`config.mk`:
```
export PLATFORM = sky130hd
export DESIGN_NAME = reorder_buffer_commit_squash_core
export DESIGN_NICKNAME = d
export VERILOG_FILES = /design/src/design/rbcs_pkg.sv /design/src/design/rbcs_ctrl.sv /design/src/design/rbcs_datapath.sv /design/src/design/reorder_buffer_commit_squash_core.sv
export SDC_FILE = /design/constraint.sdc
export NUM_CORES = 2
export LEC_CHECK = 0
export BUFFER_PORTS_ARGS = -buffer_cell sky130_fd_sc_hd__buf_2
export CORE_UTILIZATION = 40
export CTS_CLUSTER_SIZE = 12
export DETAILED_ROUTE_END_ITERATION = 12
export MAX_ROUTING_LAYER = met4
export PLACE_DENSITY = 0.54
export SLEW_MARGIN = 20
export SYNTH_ARGS = -nofsm -noshare
export SYNTH_HDL_FRONTEND = slang
export SYNTH_SLANG_ARGS = --single-unit
```
`constraint.sdc`:
```
create_clock -name clk -period 4.4 [get_ports clk]
set_clock_uncertainty 0.15 [all_clocks]
set_input_delay 0.66 -clock clk [delete_from_list [all_inputs] [get_ports clk]]
set_output_delay 0.66 -clock clk [all_outputs]
set_load 0.01 [all_outputs]
```
`src/design/rbcs_pkg.sv`:
```
// ----------------------------------------------------------------------------
// rbcs_pkg
// Shared types and constants of the reorder buffer core: item structs,
// controller command and status structs, default sizes.
// ----------------------------------------------------------------------------
package rbcs_pkg;

  // Default depth; the tag fields of the items are six bits wide, so the
  // depth ranges from 4 to 32 entries.
  localparam int ROB_ENTRIES    = 32;
  // Default number of completion ports; the items carry eight.
  localparam int ROB_DONE_PORTS = 8;

  localparam int TAG_FIELD_W  = 6;
  localparam int DONE_FIELD_N = 8;
  localparam int TYPE_W       = 3;
  localparam int DEST_W       = 5;

  typedef struct packed {
    logic                                issue_valid;
    logic [TYPE_W-1:0]                   issue_type;
    logic                                issue_ready;
    logic [DEST_W-1:0]                   issue_dest;
    logic                                issue_halt;
    logic                                squash_valid;
    logic [TAG_FIELD_W-1:0]              squash_tag;
    logic [DONE_FIELD_N-1:0]             done_valid;
    logic [DONE_FIELD_N*TAG_FIELD_W-1:0] done_tags;
  } rbcs_in_t;

  typedef struct packed {
    logic [TAG_FIELD_W-1:0] alloc_tag;
    logic                   issue_refused;
    logic                   commit_valid;
    logic [TAG_FIELD_W-1:0] commit_tag;
    logic [TYPE_W-1:0]      commit_type;
    logic [DEST_W-1:0]      commit_dest;
    logic                   halt_committed;
    logic [DEST_W-1:0]      halt_dest;
    logic                   buffer_full;
    logic                   buffer_empty;
  } rbcs_out_t;

  // Controller to datapath.
  typedef struct packed {
    logic capture;
    logic lookup;
    logic update;
  } rbcs_cmd_t;

  // Datapath to controller.
  typedef struct packed {
    logic slot_free;
  } rbcs_sts_t;

endpackage

```
`src/design/rbcs_ctrl.sv`:
```
// ----------------------------------------------------------------------------
// rbcs_ctrl
// Sequencer of the reorder buffer core: capture an item, look up the
// buffer, then apply the update once the result register is free.
// ----------------------------------------------------------------------------
module rbcs_ctrl (
  input  logic                clk,
  input  logic                rst,
  input  logic                req_valid,
  output logic                req_ready,
  input  rbcs_pkg::rbcs_sts_t sts,
  output rbcs_pkg::rbcs_cmd_t cmd
);

  typedef enum logic [2:0] {
    S_IDLE = 3'b001,
    S_LOOK = 3'b010,
    S_UPD  = 3'b100
  } state_t;

  state_t state;
  state_t state_next;

  always_ff @(posedge clk) begin
    if (rst) begin
      state <= S_IDLE;
    end else begin
      state <= state_next;
    end
  end

  always_comb begin
    state_next  = state;
    req_ready   = 1'b0;
    cmd         = '0;
    unique case (state)
      S_IDLE: begin
        // take nothing while reset is held
        req_ready   = !rst;
        cmd.capture = req_valid && !rst;
        if (cmd.capture) begin
          state_next = S_LOOK;
        end
      end
      S_LOOK: begin
        cmd.lookup = 1'b1;
        state_next = S_UPD;
      end
      S_UPD: begin
        // hold until the result register can take the new item
        if (sts.slot_free) begin
          cmd.update = 1'b1;
          state_next = S_IDLE;
        end
      end
      default: begin
        state_next = S_IDLE;
      end
    endcase
  end

endmodule

```
`src/design/rbcs_datapath.sv`:
```
// ----------------------------------------------------------------------------
// rbcs_datapath
// Entry storage, pointers, tag match cells and result register of the
// reorder buffer core.
// ----------------------------------------------------------------------------
module rbcs_datapath #(
  parameter int ENTRIES    = rbcs_pkg::ROB_ENTRIES,
  parameter int DONE_PORTS = rbcs_pkg::ROB_DONE_PORTS
) (
  input  logic                clk,
  input  logic                rst,
  input  rbcs_pkg::rbcs_in_t  req,
  input  rbcs_pkg::rbcs_cmd_t cmd,
  output rbcs_pkg::rbcs_sts_t sts,
  output logic                rsp_valid,
  input  logic                rsp_ready,
  output rbcs_pkg::rbcs_out_t rsp
);

  localparam int IDX_W   = $clog2(ENTRIES);
  localparam int TAG_W   = IDX_W + 1;
  localparam int FIELD_W = rbcs_pkg::TAG_FIELD_W;
  localparam int TYPE_W  = rbcs_pkg::TYPE_W;
  localparam int DEST_W  = rbcs_pkg::DEST_W;
  // ports beyond the item's completion fields never fire
  localparam int NPORTS  = (DONE_PORTS < rbcs_pkg::DONE_FIELD_N) ?
                           DONE_PORTS : rbcs_pkg::DONE_FIELD_N;

  function automatic logic older(input logic [TAG_W-1:0] a, input logic [TAG_W-1:0] b);
    logic res;
    if (a[IDX_W] != b[IDX_W]) begin
      res = a[IDX_W-1:0] > b[IDX_W-1:0];
    end else begin
      res = a[IDX_W-1:0] < b[IDX_W-1:0];
    end
    return res;
  endfunction

  function automatic logic [TAG_W-1:0] tag_after(input logic [TAG_W-1:0] t);
    logic [TAG_W-1:0] res;
    if (t[IDX_W-1:0] == IDX_W'(ENTRIES - 1)) begin
      res = {~t[IDX_W], {IDX_W{1'b0}}};
    end else begin
      res = {t[IDX_W], t[IDX_W-1:0] + IDX_W'(1)};
    end
    return res;
  endfunction

  // captured item
  rbcs_pkg::rbcs_in_t in_q;

  // control state
  logic [TAG_W-1:0]  head;
  logic [TAG_W-1:0]  tail;
  logic              halt_seen;
  logic [DEST_W-1:0] halt_reg;
  logic [TAG_W-1:0]  entry_tag   [ENTRIES];
  logic [ENTRIES-1:0] entry_ready;

  // entry payload memory, written at the tail, read at the head
  logic [TYPE_W-1:0] entry_type [ENTRIES];
  logic [DEST_W-1:0] entry_dest [ENTRIES];
  logic              entry_halt [ENTRIES];

  // lookup results
  logic [ENTRIES-1:0] mark_q;
  logic              sq_hit_q;
  logic              commit_q;
  logic              acc_q;
  logic              full_q;
  logic              empty_q;
  logic [TYPE_W-1:0] rd_type;
  logic [DEST_W-1:0] rd_dest;
  logic              rd_halt;

  // lookup logic
  logic                   empty;
  logic                   full;
  logic                   acc;
  logic                   live;
  logic                   commit;
  logic [TAG_W-1:0]       sq_tag;
  logic [TAG_W-1:0]       port_tag [NPORTS];
  logic [NPORTS-1:0]      port_ok;
  logic [ENTRIES-1:0]     mark;
  logic                   sq_hit;
  logic [TAG_W-1:0]       row;

  always_comb begin
    empty  = head == tail;
    full   = (head[IDX_W-1:0] == tail[IDX_W-1:0]) && !empty;
    acc    = in_q.issue_valid && !full;
    live   = !empty || acc;
    sq_tag = in_q.squash_tag[TAG_W-1:0];
    commit = !empty && entry_ready[head[IDX_W-1:0]] &&
             (!in_q.squash_valid || older(head, sq_tag));
    for (int p = 0; p < NPORTS; p++) begin
      port_tag[p] = in_q.done_tags[FIELD_W*p +: TAG_W];
      port_ok[p]  = in_q.done_valid[p] && live &&
                    (!in_q.squash_valid || older(port_tag[p], sq_tag));
    end
    mark   = '0;
    sq_hit = 1'b0;
    row    = '0;
    // one match cell per entry, against its stored tag or the issuing tag
    for (int k = 0; k < ENTRIES; k++) begin
      if (acc && (tail[IDX_W-1:0] == IDX_W'(k))) begin
        row = tail;
      end else begin
        row = entry_tag[k];
      end
      for (int p = 0; p < NPORTS; p++) begin
        if (port_ok[p] && (port_tag[p] == row) &&
            (port_tag[p][IDX_W-1:0] == IDX_W'(k))) begin
          mark[k] = 1'b1;
        end
      end
      if (in_q.squash_valid && live && (sq_tag == row) &&
          (sq_tag[IDX_W-1:0] == IDX_W'(k))) begin
        sq_hit = 1'b1;
      end
    end
  end

  // update logic
  logic [TAG_W-1:0]  tail_next;
  logic [TAG_W-1:0]  head_next;
  logic              halt_seen_next;
  logic [DEST_W-1:0] halt_reg_next;
  rbcs_pkg::rbcs_out_t rsp_next;

  always_comb begin
    tail_next = tail;
    if (acc_q) begin
      tail_next = tag_after(tail);
    end
    if (sq_hit_q) begin
      tail_next = tag_after(sq_tag);
    end
    head_next      = commit_q ? tag_after(head) : head;
    halt_seen_next = halt_seen;
    halt_reg_next  = halt_reg;
    if (commit_q && rd_halt) begin
      halt_seen_next = 1'b1;
      halt_reg_next  = rd_dest;
    end
    rsp_next.alloc_tag      = acc_q ? FIELD_W'(tail) : '0;
    rsp_next.issue_refused  = in_q.issue_valid && full_q;
    rsp_next.commit_valid   = commit_q;
    rsp_next.commit_tag     = commit_q ? FIELD_W'(head) : '0;
    rsp_next.commit_type    = commit_q ? rd_type : '0;
    rsp_next.commit_dest    = commit_q ? rd_dest : '0;
    rsp_next.halt_committed = halt_seen_next;
    rsp_next.halt_dest      = halt_reg_next;
    rsp_next.buffer_full    = full_q;
    rsp_next.buffer_empty   = empty_q;
  end

  // capture, lookup registers and head read
  always_ff @(posedge clk) begin
    if (cmd.capture) begin
      in_q <= req;
    end
    if (cmd.lookup) begin
      mark_q   <= mark;
      sq_hit_q <= sq_hit;
      commit_q <= commit;
      acc_q    <= acc;
      full_q   <= full;
      empty_q  <= empty;
      rd_type  <= entry_type[head[IDX_W-1:0]];
      rd_dest  <= entry_dest[head[IDX_W-1:0]];
      rd_halt  <= entry_halt[head[IDX_W-1:0]];
    end
  end

  // payload memory write
  always_ff @(posedge clk) begin
    if (cmd.update && acc_q) begin
      entry_type[tail[IDX_W-1:0]] <= in_q.issue_type;
      entry_dest[tail[IDX_W-1:0]] <= in_q.issue_dest;
      entry_halt[tail[IDX_W-1:0]] <= in_q.issue_halt;
    end
  end

  // pointers, tags, ready bits, halt flag
  always_ff @(posedge clk) begin
    if (rst) begin
      head        <= '0;
      tail        <= '0;
      halt_seen   <= 1'b0;
      halt_reg    <= '0;
      entry_ready <= '0;
      for (int k = 0; k < ENTRIES; k++) begin
        entry_tag[k] <= '0;
      end
    end else if (cmd.update) begin
      head      <= head_next;
      tail      <= tail_next;
      halt_seen <= halt_seen_next;
      halt_reg  <= halt_reg_next;
      for (int k = 0; k < ENTRIES; k++) begin
        if (acc_q && (tail[IDX_W-1:0] == IDX_W'(k))) begin
          entry_tag[k]   <= tail;
          entry_ready[k] <= in_q.issue_ready | mark_q[k];
        end else if (mark_q[k]) begin
          entry_ready[k] <= 1'b1;
        end
      end
    end
  end

  // result register
  always_ff @(posedge clk) begin
    if (rst) begin
      rsp_valid <= 1'b0;
    end else if (cmd.update) begin
      rsp_valid <= 1'b1;
    end else if (rsp_ready) begin
      rsp_valid <= 1'b0;
    end
  end

  always_ff @(posedge clk) begin
    if (cmd.update) begin
      rsp <= rsp_next;
    end
  end

  assign sts.slot_free = !rsp_valid || rsp_ready;

endmodule

```
`src/design/reorder_buffer_commit_squash_core.sv`:
```
// ----------------------------------------------------------------------------
// reorder_buffer_commit_squash_core
// Circular reorder buffer with phase-bit tags: issue, completion marks,
// squash rewind and head commit, one processor cycle per item.
// ----------------------------------------------------------------------------
//
//   Channel | Handshake            | Payload           | Meaning
//   --------+----------------------+-------------------+-------------------------
//   req     | req_valid/req_ready  | rbcs_pkg::rbcs_in_t  | one processor cycle
//   rsp     | rsp_valid/rsp_ready  | rbcs_pkg::rbcs_out_t | what that cycle did
//
// An item passes through three steps: capture, lookup (match every entry against
// the completion and squash tags, read the head entry), update (write pointers,
// tags, ready bits and memory, load the result register).
// The next item is taken in the cycle after the update; no item is taken while another is at work.
// Reset (rst, synchronous) empties the buffer at once; req_ready is low during it.
// A stalled rsp holds the update step; a new req is still taken while a result waits.
//
module reorder_buffer_commit_squash_core #(
  parameter int ENTRIES    = rbcs_pkg::ROB_ENTRIES,
  parameter int DONE_PORTS = rbcs_pkg::ROB_DONE_PORTS
) (
  input  logic                clk,
  input  logic                rst,
  input  logic                req_valid,
  output logic                req_ready,
  input  rbcs_pkg::rbcs_in_t  req,
  output logic                rsp_valid,
  input  logic                rsp_ready,
  output rbcs_pkg::rbcs_out_t rsp
);

  // sequencer commands and datapath status
  rbcs_pkg::rbcs_cmd_t cmd;
  rbcs_pkg::rbcs_sts_t sts;

  // drive capture, lookup and update in turn
  rbcs_ctrl u_ctrl (
    .clk       (clk),
    .rst       (rst),
    .req_valid (req_valid),
    .req_ready (req_ready),
    .sts       (sts),
    .cmd       (cmd)
  );

  // hold the entries, pointers and result register
  rbcs_datapath #(
    .ENTRIES    (ENTRIES),
    .DONE_PORTS (DONE_PORTS)
  ) u_datapath (
    .clk       (clk),
    .rst       (rst),
    .req       (req),
    .cmd       (cmd),
    .sts       (sts),
    .rsp_valid (rsp_valid),
    .rsp_ready (rsp_ready),
    .rsp       (rsp)
  );

endmodule

```
==> run summary <==
Die Ht: 318 um
CTS Buffer Depth: 3
Hold EP: u_datapath.in_q[3]$_DFFE_PP_
Number of iterations in the first detailed-routing pass: 6
Final hold vios: 0
Worst relative slew slack: 0.236
VDD IR max: 0.363 mV
Critical path arrival: 4.66 ns
Unique masters post-synth: 109
Share of cells above drive strength 1: 0.207
Synth Warn #: 0
Num Clock Sinks: 684
Routed Antenna Nets: 0
Total track usage: 0.410
Max stage delay cell, worst path: a2111oi_1
Maxcap violations: 0
Async SR Flop Fraction: 0
H-tree levels: 3
Fin crit period: 4.24 ns
CP Launch Type: flop
Status: finished clean
DP HPWL: 152,000 um
Drt total wl: 205,000 um
LEAKAGE: 0.0161 uW
WP depth: 11
Largest Register: u_datapath.entry_tag
R2R cell count: 11
Total congestion overflow: 0
Vias per cell: 6.49
DRC viols: 0
Hold_sp: req[3]
Area growth syn-to-layout: 18.4%
Initial Utilization: 0.405
R2R Setup Slk: 0.16 ns
Hold path depth: 1
Worst path max stage delay: 0.70 ns
# fillers: 9,076
Vias in the first global route: 32,600
Largest register FFs: 192
Synth Flop Type: edfxtp_1
Routability cong.: 1.06
Clk_lat worst skew: 0.70 ns
Core Region: 98,700 sq um
Die footprint: 101,000 sq um
P per Cell Area: 326 nW/um^2
CP top delay family: compound AO/OA/AOI/OAI gates
CTS tree: done
Worst slew pin tran: 1.14 ns
Worst min path class: input port to flop
DRT iter0 DRCs: 4,964
Crit. End Element: flop
I/O pin count: 110
Crit path buffers/inverters: 2
Start of the worst register-to-register path: u_datapath.tail[1]$_SDFFE_PP0P_
Wire per inst: 38.3 um
Setup Buffers After CTS: 0
Largest net degree at the start of global routing: 87
Initial antenna violation count: 9
Port-buffer cells: 109
Avg Cell Area, Syn: 11.2 sq um
TritonCTS Buffers: 79
Nets: 4,120
CTS clk-pin slew, worst paths: 0.07 ns
Die span in x: 318 um
Critical path type: flop to flop
Max Fclk: 0.236 GHz
Total Power: 15,400 uW
Total Negative Setup Slacks: 0 ns
Synthesized area: 40,000 sq um
Slew Viols, Final: 0
Crit Path Max Fanout: 15
Gate Count Post-Synth: 3,572
EDFF count, synth: 630
Num rows: 115
Critical Path, Cell by Cell: xnor2_1, nand3_2, buf_4, o21ai_2, mux2i_2, xnor2_1, a2111oi_1, a22oi_1, and4_1, a31oi_1, buf_4
Routed via count: 34,700
First-pass GRT wire length: 278,000 um
Tcrit/Tclk final: 0.964
#FFs+latches synth: 684
Final setup violation count: 0
Worst path required time: 4.82 ns
RR Endpoint: u_datapath.sq_hit_q$_SDFFCE_PP1N_
Root buffer cell: clkbuf_16
RSZ-0062 raised after global routing: no
Sequential area share after synthesis: 0.500
final cells by class:
type	count	area, sq um	area share
diodes	17	42.5	0.000897
clock buffers	107	2120	0.0448
clock inverters	34	427	0.00900
inverters	138	518	0.0109
multi-input cells	2560	18700	0.395
flip-flops and latches	684	20000	0.422
well taps	1287	1610	0.0340
repair buffers	520	3930	0.0829
layout by cell type (no fill, tap or decap), types with 35 or more instances in the layout:
cell / n
nand3_1: 120
conb_1: 35
edfxtp_1: 630
a31oi_1: 52
nor3_1: 106
nor2b_1: 36
nand4_1: 66
mux4_2: 100
buf_2: 109
and2_1: 59
buf_4: 335
nor2_1: 284
dlygate4sd3_1: 64
o21ai_0: 117
a21oi_1: 130
dfxtp_1: 47
nand2_1: 212
inv_1: 125
xnor2_1: 269
o22ai_1: 71
clkbuf_16: 79
ha_1: 59
nand2b_1: 65
nor4_1: 75
mux2i_1: 57
Yosys cell counts (all sizes together) (25+ instances only):
cell	n	area share
o21ai	127	0.017
mux4	100	0.056
xnor2	272	0.060
and3	33	0.0052
o22ai	71	0.011
nor3	111	0.014
clkbuf	150	0.014
o211ai	27	0.0065
nand4	66	0.010
inv	129	0.012
or2	37	0.0058
edfxtp	630	0.47
a21oi	133	0.017
nand3	123	0.016
mux2	25	0.0070
ha	59	0.018
a211oi	31	0.0061
nor2	292	0.028
a31oi	52	0.0081
dfxtp	54	0.027
nand2b	66	0.011
xor2	32	0.0074
buf	74	0.010
nand2	212	0.020
mux2i	83	0.026
and2	64	0.010
nor4	77	0.012
nor2b	39	0.0061
per-stage QoR:
stage / hold WS [ns] / std cells / utilization / area, sq um / setup slack, ns
final: 0.0351 / 5347 / 0.480 / 47400 / 0.158
after global routing: 0.00995 / 5337 / 0.480 / 47400 / 0.0411
after CTS: 0.00380 / 5328 / 0.479 / 47300 / 0.114
after detailed placement: 0.268 / 5123 / 0.447 / 44100 / 0.146
after global placement: 0.266 / 5122 / 0.447 / 44100 / 0.104
after floorplan: 0.250 / 3606 / - / 40100 / 0.256
cell families (layout without fill, tap and decap cells):
group	count (synthesis)	count (layout)	share of synthesized area
AOI/OAI and AO/OA	746	746	0.133
xor gates and xnor gates	304	304	0.0675
adders and majority gates	59	59	0.0184
buffers and inverters	362	799	0.0371
DFF	684	684	0.500
muxes	208	208	0.0889
other	1	52	0.0000937
and+or+nand+nor	1208	1208	0.155
how the worst max path moves through the flow:
stage | start | endpoint | slack (ns)
detailed placement | u_datapath.tail[2]$_SDFFE_PP0P_ | u_datapath.sq_hit_q$_SDFFCE_PP1N_ | 0.15
floorplan | u_datapath.sq_tag[1]$_DFFE_PP_ | u_datapath.mark_q[26]$_SDFFCE_PP1N_ | 0.26
global placement | u_datapath.in_q[46]$_DFFE_PP_ | u_datapath.mark_q[15]$_SDFFCE_PP1N_ | 0.10
finish | u_datapath.tail[1]$_SDFFE_PP0P_ | u_datapath.sq_hit_q$_SDFFCE_PP1N_ | 0.16
CTS | u_datapath.tail[2]$_SDFFE_PP0P_ | u_datapath.sq_hit_q$_SDFFCE_PP1N_ | 0.11
global route | u_datapath.sq_tag[3]$_DFFE_PP_ | u_datapath.mark_q[19]$_SDFFCE_PP1N_ | 0.04
routing by layer:
metal | global-route usage | routed length [um] | up-vias
met5 | - | 0 | -
met4 | 0.246 | 14700 | 0
met3 | 0.104 | 20700 | 545
met2 | 0.594 | 88500 | 2198
met1 | 0.515 | 80700 | 17500
li1 | - | - | 14500
what timing repair did:
| item | in CTS | in global routing |
|---|---|---|
| setup endpoints to repair | 0 | 1 |
| hold buffers | 64 | 0 |
| resized for setup | 0 | 1 |
| endpoints found under the hold margin | 64 | 0 |
power breakdown:
part / switching, uW / total (uW) / internal [uW]
combinational: 1020 / 1500 / 479
clock: 2950 / 6580 / 3630
sequential: 155 / 7360 / 7200
Power figures use the tool's default switching activity.
